File: src/sv/wfr_pkg.sv
// Types and constants shared by the work and flag read-modify-write unit
`timescale 1ns / 1ps
package wfr_pkg;

	localparam logic [7:0] OP_ASSIGN = 8'h25;
	localparam logic [7:0] OP_MUL    = 8'h26;
	localparam logic [7:0] OP_DIV    = 8'h27;
	localparam logic [7:0] OP_MOD    = 8'h28;
	localparam logic [7:0] OP_ADD    = 8'h29;
	localparam logic [7:0] OP_SUB    = 8'h2A;
	localparam logic [7:0] OP_AND    = 8'h2B;
	localparam logic [7:0] OP_XOR    = 8'h2C;
	localparam logic [7:0] OP_OR     = 8'h2D;
	localparam logic [7:0] OP_INC    = 8'h2E;
	localparam logic [7:0] OP_DEC    = 8'h2F;

	localparam logic [1:0] ST_OK       = 2'd0;
	localparam logic [1:0] ST_DIV_ZERO = 2'd1;
	localparam logic [1:0] ST_BAD_OP   = 2'd2;

	localparam logic FUNC_READ = 1'b0;
	localparam logic FUNC_RMW  = 1'b1;

	typedef struct packed {
		logic        func;
		logic        target_flags;
		logic [31:0] index;
		logic [31:0] operand;
		logic [7:0]  operation;
	} req_t;

	typedef struct packed {
		logic [31:0] value;
		logic [1:0]  status;
	} rsp_t;

	typedef enum logic [2:0] {
		S_CLEAR,
		S_IDLE,
		S_READ,
		S_EXEC,
		S_DIV,
		S_WB
	} state_t;

	typedef struct packed {
		logic clr;
		logic load;
		logic exec;
		logic wb;
	} ctrl_cmd_t;

	typedef struct packed {
		logic clr_last;
		logic need_div;
		logic div_done;
		logic out_free;
	} dp_stat_t;

endpackage

File: src/sv/wfr_ctrl.sv
// Controller state machine sequencing clear, read, execute, divide and write-back
`timescale 1ns / 1ps
module wfr_ctrl (
	input  logic               clk,
	input  logic               arst_n,
	input  logic               req_valid,
	output logic               req_stall,
	input  wfr_pkg::dp_stat_t  stat,
	output wfr_pkg::ctrl_cmd_t cmd
);

	wfr_pkg::state_t state_q;
	wfr_pkg::state_t state_nxt;

	always_ff @(posedge clk or negedge arst_n) begin
		if (!arst_n) begin
			state_q <= wfr_pkg::S_CLEAR;
		end else begin
			state_q <= state_nxt;
		end
	end

	always_comb begin
		state_nxt = state_q;
		cmd       = '0;
		req_stall = 1'b1;
		unique case (state_q)
			wfr_pkg::S_CLEAR: begin
				cmd.clr = 1'b1;
				if (stat.clr_last) begin
					state_nxt = wfr_pkg::S_IDLE;
				end
			end
			wfr_pkg::S_IDLE: begin
				req_stall = 1'b0;
				if (req_valid) begin
					cmd.load  = 1'b1;
					state_nxt = wfr_pkg::S_READ;
				end
			end
			wfr_pkg::S_READ: begin
				state_nxt = wfr_pkg::S_EXEC;
			end
			wfr_pkg::S_EXEC: begin
				cmd.exec  = 1'b1;
				state_nxt = stat.need_div ? wfr_pkg::S_DIV : wfr_pkg::S_WB;
			end
			wfr_pkg::S_DIV: begin
				if (stat.div_done) begin
					state_nxt = wfr_pkg::S_WB;
				end
			end
			wfr_pkg::S_WB: begin
				if (stat.out_free) begin
					cmd.wb    = 1'b1;
					state_nxt = wfr_pkg::S_IDLE;
				end
			end
			default: begin
				state_nxt = wfr_pkg::S_IDLE;
			end
		endcase
	end

endmodule

File: config.mk
export PLATFORM = sky130hd
export DESIGN_NAME = wfr_ctrl
export DESIGN_NICKNAME = d
export VERILOG_FILES = /design/src/sv/wfr_pkg.sv /design/src/sv/wfr_ctrl.sv
export SDC_FILE = /design/constraint.sdc
export NUM_CORES = 1
export LEC_CHECK = 0
export BUFFER_PORTS_ARGS = -buffer_cell sky130_fd_sc_hd__buf_2
export CORE_AREA = 2 2 39 41
export CTS_BUF_LIST = sky130_fd_sc_hd__clkbuf_4
export DETAILED_ROUTE_END_ITERATION = 10
export DIE_AREA = 0 0 41 43
export GPL_TIMING_DRIVEN = 1
export SLEW_MARGIN = 20
export SYNTH_ARGS = -nofsm -noshare
export SYNTH_HDL_FRONTEND = slang
export SYNTH_SLANG_ARGS = --single-unit
File: constraint.sdc
create_clock -name clk -period 1.68 [get_ports clk]
set_input_delay 0.084 -clock clk [delete_from_list [all_inputs] [get_ports clk]]
set_output_delay 0.084 -clock clk [all_outputs]
set_load 0.005 [all_outputs]
# ---- Word-level counts from Yosys, hierarchy flattened
# Index checks and enable logic that the tools add are counted.
dict set report word_totals {
  out_inout_bits 5
  in_bits 7
  ff_bits 3
  word_cells 25
}
dict set report classes {
  n_reduce_logical 2
  n_eq_ne 9
  n_mux 13
}
# cell n
set op_table {}
lappend op_table {{$pmux 3 s6} 1}
lappend op_table {{$mux 3} 4}
lappend op_table {{$mux 1} 8}
lappend op_table {{$ne 2x2->1 const B} 4}
lappend op_table {{$eq 3x2->1 const B} 2}
lappend op_table {{$eq 3x3->1 const B} 2}
lappend op_table {{$reduce_and 4->1} 1}
lappend op_table {{$eq 3x1->1 const B} 1}
lappend op_table {{$logic_not 3->1} 1}

# ---- Longest topological paths before layout
# Gate-level depths: netlist (run 1).
dict set report logic_depth {
  word_depth 3
  mapped_depth 4
  ltp_nobuf 3
}

# ---- Worst setup path after synthesis (run 1)
# OpenSTA, ideal clock, no wires.
dict set report synth_path {
  kind {reg-to-reg}
  from {register state_q[1]}
  to {register state_q[0]}
  synth_period_minus_slack_ps 1168
  n_path_buf 0
  arrival_time_ps 1041
  path_stages_with_launch 4
  setup_ps 127
  slack_ps 512
  required_ps 1553
  path_cell_list {dfrtp_1 > or4b_1 > o21ai_1 > o21ai_1}
}
dict set report synth_between {
  elab_chain_len 3
  elab_cells_between_ends 12
  cone_classes {eq/ne (9); mux (1); reduce/logical (2)}
}
# element line_no
set synth_lines {}
lappend synth_lines {{start, declared} wfr_ctrl.sv:12} ;# wfr_pkg::state_t state_q;
lappend synth_lines {{start signal, assigned} wfr_ctrl.sv:17} ;# state_q <= wfr_pkg::S_CLEAR;
lappend synth_lines {{start signal, assigned} wfr_ctrl.sv:19} ;# state_q <= state_nxt;
lappend synth_lines {{$eq 3x3->1 (tied with other cells)} wfr_ctrl.sv:27} ;# unique case (state_q)
lappend synth_lines {{$ne 2x2->1 (no line)} --}
lappend synth_lines {{$reduce_and 4->1 (no line)} --}
# Parallel ways exist; a longest one is shown, timed or not.
# A chain may end at the register's enable or synchronous reset.

==> results of run 1 <==
cells in the final DEF (no fill, tap or decap), types with 2 or more instances in the layout:
cell type / n
nand2_1: 3
nor2_1: 3
buf_2: 11
and2b_2: 2
nor3_1: 2
dfrtp_1: 3
clkbuf_4: 4
o21ai_1: 2
a21oi_1: 2
routing by layer:
layer  vias to the layer above  global-route usage [%]
li1                        114                       -
met1                        91                   6.452
met2                        10                   8.438
met3                         0                   9.424
met4                         0                   2.000
met5                         -                       0
cell type report:
class                           instances  area, um2
Fill cell                             163       1072
Multi-Input combinational cell         20      117.6
Sequential cell                         3      75.07
Timing Repair Buffer                   12      65.06
Clock buffer                            4      30.03
Tap cell                               16      20.02
Inverter                                1      3.754
Yosys cell counts:
cell,instances
dfrtp_1,3
nand2_1,3
nor2_1,3
a21oi_1,2
and2b_2,2
nor3_1,2
o21ai_1,2
a21o_1,1
and2b_4,1
and3_1,1
buf_4,1
inv_1,1
nand2b_1,1
o211ai_1,1
or4b_1,1
power groups by stage:
stage                     Sequential [W]  Clock, W  Combinational [W]
after global routing            0.000166  0.000160           0.000236
after global placement          0.000157         0           0.000209
final                           0.000158  0.000143           0.000209
after detailed placement        0.000159         0           0.000213
after CTS                       0.000158  0.000151           0.000215
after floorplan                 0.000134         0           0.000169
worst max-delay path: cells and delay by family, from the launching register on:
family | cells | cell delay [ns]
flops | 1 | 0.42
buf+inv | 1 | 0.11
simple gates | 3 | 0.42
how the worst max path moves through the flow:
| stage | start | end | slack (ns) | cells past startpoint |
|---|---|---|---|---|
| after CTS | state_q[1]$_DFFE_PN0P_ | cmd[2] | 0.39 | 4 |
| after global routing | state_q[1]$_DFFE_PN0P_ | cmd[2] | 0.32 | 4 |
| after global placement | state_q[0]$_DFFE_PN0P_ | state_q[0]$_DFFE_PN0P_ | 0.48 | 3 |
| after detailed placement | state_q[0]$_DFFE_PN0P_ | state_q[0]$_DFFE_PN0P_ | 0.46 | 3 |
| after floorplan | state_q[1]$_DFFE_PN0P_ | state_q[0]$_DFFE_PN0P_ | 0.51 | 3 |
| final | state_q[1]$_DFFE_PN0P_ | cmd[2] | 0.41 | 4 |
cell families (layout without fill, tap and decap cells):
group / Yosys count / count (layout) / synth area share, %
and+or+nand+nor: 14 / 14 / 40.50
AOI/OAI and AO/OA: 6 / 6 / 17.18
DFF: 3 / 3 / 36.81
buffers and inverters: 2 / 17 / 5.521
through the flow:
step	worst slack [ns]	cell area (um2)
finish	0.4123	311.5
global route	0.3188	311.5
CTS	0.3948	311.5
detailed placement	0.4585	271.5
global placement	0.4776	271.5
floorplan	0.5124	203.9
timing repair:
item	in CTS	in global routing
buffers inserted	0	0
endpoints found under the setup margin	0	0
hold buffers	1	0
hold endpoints to repair	3	0
==> results.sh, run 1 <==
export IMPL_status="completed"
export IMPL_reg2regPathDepth=3
export IMPL_yosysWarnings=0
export IMPL_period_share_pct=75.46
export IMPL_layout_min_cycle_time_ns=1.268
export IMPL_peakVddDrop_mv=0.5893
export IMPL_timing_fmax_mhz=788.8
export IMPL_root_buffer="clkbuf_4"
export IMPL_clkSlewWorstSetupHoldPaths_ns=0.03
export IMPL_dieArea_um2=1763
export IMPL_first_pass_iters=2
export IMPL_synth_area_um2=203.9
export IMPL_cts_tree="yes"
export IMPL_holdPathEnd="state_q[1]$_DFFE_PN0P_"
export IMPL_pwr_share_comb_pct=41.0
export IMPL_cts_sinks=3
export IMPL_via_count=215
export IMPL_initialDrtViolationCount=2
export IMPL_p_switching_w=0.0001792
export IMPL_r2r_slack_ns=0.45
export IMPL_slew_violations=0
export IMPL_power_frac_seq_pct=31.0
export IMPL_stdcell_count=56
export IMPL_p_per_area_nw_per_um2=1640
export IMPL_synth_top_area_share_pct=36.81
export IMPL_whs_ns=0.1268
export IMPL_clockBufferDepth=2
export IMPL_worstPathMaxFanout=7
export IMPL_reg2reg_from="state_q[0]$_DFFE_PN0P_"
export IMPL_hold_path_startpoint="req_valid"
export IMPL_portBuffers=11
export IMPL_die_width_um=41
export IMPL_tightest_slew_ns=0.2689
export IMPL_route_detailed_drc=0
export IMPL_routed_via_density=3.839
export IMPL_synth_seq_cells=3
export IMPL_grt_start_max_net_pins=12
export IMPL_ios=12
export IMPL_internal_power_w=0.0003316
export IMPL_rsz0062_at_grt="false"
export IMPL_ys_seq_area_share_pct=36.81
export IMPL_leakagePower_nw=0.1695
export IMPL_clk_insertion_delay_late_ns=0.23
export IMPL_slew_headroom_pct=82.08
export IMPL_wl_per_cell_um=8.554
export IMPL_die_h_um=43
export IMPL_largest_register_ffs=3
export IMPL_slowest_delay_ns=0.42
export IMPL_hpwl_um=399.8
export IMPL_end_kind="primary output"
export IMPL_postLayoutCoreUtil_pct=22.51
export IMPL_sw_frac_of_total_pct=35.09
export IMPL_dp_cells=51
export IMPL_htree_levels=1
export IMPL_finalClockSkew_ns=0.002846
export IMPL_cts_buffers=3
export IMPL_grt_overflow=0
export IMPL_drive_gt1_share_pct=45.00
export IMPL_reg_largest_list="state_q: 3 flops"
export IMPL_arrival_ns=1.18
export IMPL_top_register="state_q"
export IMPL_setup_worst_path_class="reg -> out"
export IMPL_grt_pass1_vias=181
export IMPL_synth_area_top_cells="dfrtp_1, and2b_2, nand2_1"
export IMPL_tns_ns=0
export IMPL_initial_core_util_pct=14.74
export IMPL_worstPathCellList="and2b_4 -> nand2b_1 -> nor2_1 -> buf_2"
export IMPL_syn2layout_area_growth_pct=52.76
export IMPL_worst_path_max_delay_cell="dfrtp_1"
export IMPL_syn_avg_cell_area_um2=8.158
export IMPL_syn_nets=32
export IMPL_gp_congestion=0.6179
export IMPL_num_nets_final=48
export IMPL_synth_area_leader_cell="dfrtp_1"
export IMPL_setup_viol=0
export IMPL_wl_met1_um=212
export IMPL_critPathLaunchType="flop"
export IMPL_worstReg2RegEnd="state_q[0]$_DFFE_PN0P_"
export IMPL_routed_wl_met3_um=62
export IMPL_power_w=0.0005108
export IMPL_dr_max_layer_used="met3"
export IMPL_clockPowerShare_pct=28.0
export IMPL_crit_required_ns=1.60
export IMPL_drt_total_wl_um=479
export IMPL_antenna_left=0
export IMPL_synth_cell_types=15
export IMPL_grt_first_pass_wirelength_um=683
export IMPL_hold_depth=3
export IMPL_hold_path_class="in -> reg"
export IMPL_cts_resized=0
export IMPL_wl_met2_um=204
export IMPL_antenna_found_initial=0
export IMPL_rows=14
export IMPL_syn_inst=25
export IMPL_drv_cap=0
export IMPL_finalHoldViolCount=0
export IMPL_n_antenna_cell=0
export IMPL_grtUsageTotal_pct=6.834
export IMPL_core_area_um2=1384
Power figures use the tool's default switching activity.
==> inputs of run 2 (changes only) <==
==> constraint.sdc (replaced) <==
create_clock -name clk -period 1.3 [get_ports clk]
set_input_delay 0.065 -clock clk [delete_from_list [all_inputs] [get_ports clk]]
set_output_delay 0.065 -clock clk [all_outputs]
set_load 0.005 [all_outputs]
==> run 2 against run 1 <==
  * Register-to-register slack got worse by 0.38 ns
  * Total power rose by 55%
  * Critical path depth did not move
  * Non-clock buffer count rose by 4
  * Highest routed layer is now met4
==> results.sh, run 2 (synthesized netlist as in run 1, its figures left out) <==
export IMPL_grtUsageTotal_pct=7.251
export IMPL_critPathLaunchType="flop"
export IMPL_tightest_slew_ns=0.1565
export IMPL_drive_gt1_share_pct=56.82
export IMPL_wl_per_cell_um=8.800
export IMPL_clockPowerShare_pct=23.3
export IMPL_cts_buffers=3
export IMPL_largest_register_ffs=3
export IMPL_n_antenna_cell=0
export IMPL_route_detailed_drc=0
export IMPL_hold_path_class="in -> reg"
export IMPL_rsz0062_at_grt="true"
export IMPL_initialDrtViolationCount=0
export IMPL_grt_start_max_net_pins=11
export IMPL_reg_largest_list="state_q: 3 flops"
export IMPL_ios=12
export IMPL_slew_headroom_pct=89.49
export IMPL_top_register="state_q"
export IMPL_mostFrequentLayoutCells="buf_2, clkbuf_4, nand2_1, buf_4"
export IMPL_setup_viol=0
export IMPL_arrival_ns=1.21
export IMPL_p_switching_w=0.0002711
export IMPL_portBuffers=11
export IMPL_antenna_found_initial=0
export IMPL_grt_first_pass_wirelength_um=759
export IMPL_crit_required_ns=1.24
export IMPL_dieArea_um2=1763
export IMPL_postLayoutCoreUtil_pct=25.77
export IMPL_clkSlewWorstSetupHoldPaths_ns=0.04
export IMPL_period_share_pct=97.73
export IMPL_grt_pass1_vias=194
export IMPL_grt_overflow=0
export IMPL_clk_insertion_delay_late_ns=0.23
export IMPL_sw_frac_of_total_pct=34.21
export IMPL_setup_worst_path_class="reg -> out"
export IMPL_antenna_left=0
export IMPL_end_kind="primary output"
export IMPL_syn2layout_area_growth_pct=74.85
export IMPL_routed_via_density=3.883
export IMPL_pwr_share_comb_pct=55.8
export IMPL_internal_power_w=0.0005214
export IMPL_cts_sinks=3
export IMPL_leakagePower_nw=0.1923
export IMPL_whs_ns=0.1004
export IMPL_rows=14
export IMPL_dp_cells=54
export IMPL_die_h_um=43
export IMPL_clockBufferDepth=2
export IMPL_use_met1_pct=8.117
export IMPL_p_per_area_nw_per_um2=2222
export IMPL_peakVddDrop_mv=0.7535
export IMPL_root_buffer="clkbuf_4"
export IMPL_worstPathMaxFanout=7
export IMPL_die_width_um=41
export IMPL_cts_tree="yes"
export IMPL_layout_min_cycle_time_ns=1.270
export IMPL_drt_total_wl_um=528
export IMPL_first_pass_iters=1
export IMPL_num_nets_final=52
export IMPL_met2_usage_pct=8.125
export IMPL_stdcell_count=60
export IMPL_finalHoldViolCount=0
export IMPL_hpwl_um=394.6
export IMPL_tns_ns=0
export IMPL_finalClockSkew_ns=0.001941
export IMPL_via_count=233
export IMPL_final_common_cell="buf_2"
export IMPL_gp_congestion=0.6348
export IMPL_nFillCells=164
export IMPL_status="completed"
export IMPL_power_frac_seq_pct=20.8
export IMPL_core_area_um2=1384
export IMPL_htree_levels=1
export IMPL_drv_cap=0
export IMPL_timing_fmax_mhz=787.1
export IMPL_slew_violations=0
export IMPL_grt_busiest_layer="met4"
export IMPL_met3_usage_pct=3.141
export IMPL_initial_core_util_pct=14.74
==> run 2: cell count changes in the layout (fill, tap and decap cells not counted), sizes merged <==
cell / delta
buf: +4
==> run 2: final cells by class <==
| cell class | count | area (um2) | share of cell area, % |
|---|---|---|---|
| Sequential cell | 3 | 76.32 | 21.40 |
| Timing Repair Buffer | 16 | 98.84 | 27.72 |
| Tap cell | 16 | 20.02 | 5.614 |
| Inverter | 1 | 3.754 | 1.053 |
| Clock buffer | 4 | 30.03 | 8.421 |
| Multi-Input combinational cell | 20 | 127.6 | 35.79 |
==> run 2: what timing repair did <==
action | CTS | global route
gates resized for setup | 0 | 4
pin swaps | 0 | 1
setup buffers | 0 | 2
hold buffers | 1 | 0
hold endpoints to repair | 3 | 0
gates cloned | 0 | 0
endpoints found under the setup margin | 2 | 3
==> run 2: metrics by stage <==
step | setup WS [ns] | power (W) | cell area, um2
final | 0.02953 | 0.0007924 | 356.6
after global routing | -0.03906 | 0.0008619 | 356.6
after CTS | 0.01554 | 0.0007230 | 326.6
after detailed placement | 0.1330 | 0.0005419 | 294.0
after global placement | 0.1842 | 0.0005324 | 294.0
after floorplan | 0.1324 | 0.0003908 | 203.9
==> run 2: layer usage <==
metal  vias to the layer above  part of all wire (%)  wire length [um]
met2                         9                    43               228
met3                         2                   7.2                38
met4                         0                   3.0                16
met1                        97                    46               245
li1                        125                     -                 -
met5                         -                     0                 0
==> run 2: worst paths after layout <==
| check | start | end | slack (ns) | cells past startpoint |
|---|---|---|---|---|
| min in group asynchronous | arst_n | state_q[2]$_DFFE_PN0P_ | 0.14 | 2 |
| max in group asynchronous | arst_n | state_q[1]$_DFFE_PN0P_ | 1.04 | 2 |
| hold reg to reg | state_q[2]$_DFFE_PN0P_ | state_q[1]$_DFFE_PN0P_ | 0.58 | 2 |
| setup reg to reg | state_q[1]$_DFFE_PN0P_ | state_q[0]$_DFFE_PN0P_ | 0.07 | 3 |
| hold / removal | req_valid | state_q[1]$_DFFE_PN0P_ | 0.10 | 3 |
| setup / recovery | state_q[0]$_DFFE_PN0P_ | cmd[0] | 0.03 | 4 |
==> run 2: power by group through the flow <==
| stage | logic, W | registers, W | clock network, W |
|---|---|---|---|
| after floorplan | 0.000218 | 0.000173 | 0 |
| final | 0.000442 | 0.000165 | 0.000185 |
| after global placement | 0.000383 | 0.000150 | 0 |
| after global routing | 0.000490 | 0.000170 | 0.000201 |
| after CTS | 0.000364 | 0.000162 | 0.000197 |
| after detailed placement | 0.000392 | 0.000150 | 0 |
==> run 2: critical path: stages (launching register included) <==
cell,delay [ns]
dfrtp_1,0.37
buf_6,0.13
and2b_4,0.18
and3_1,0.17
buf_2,0.12
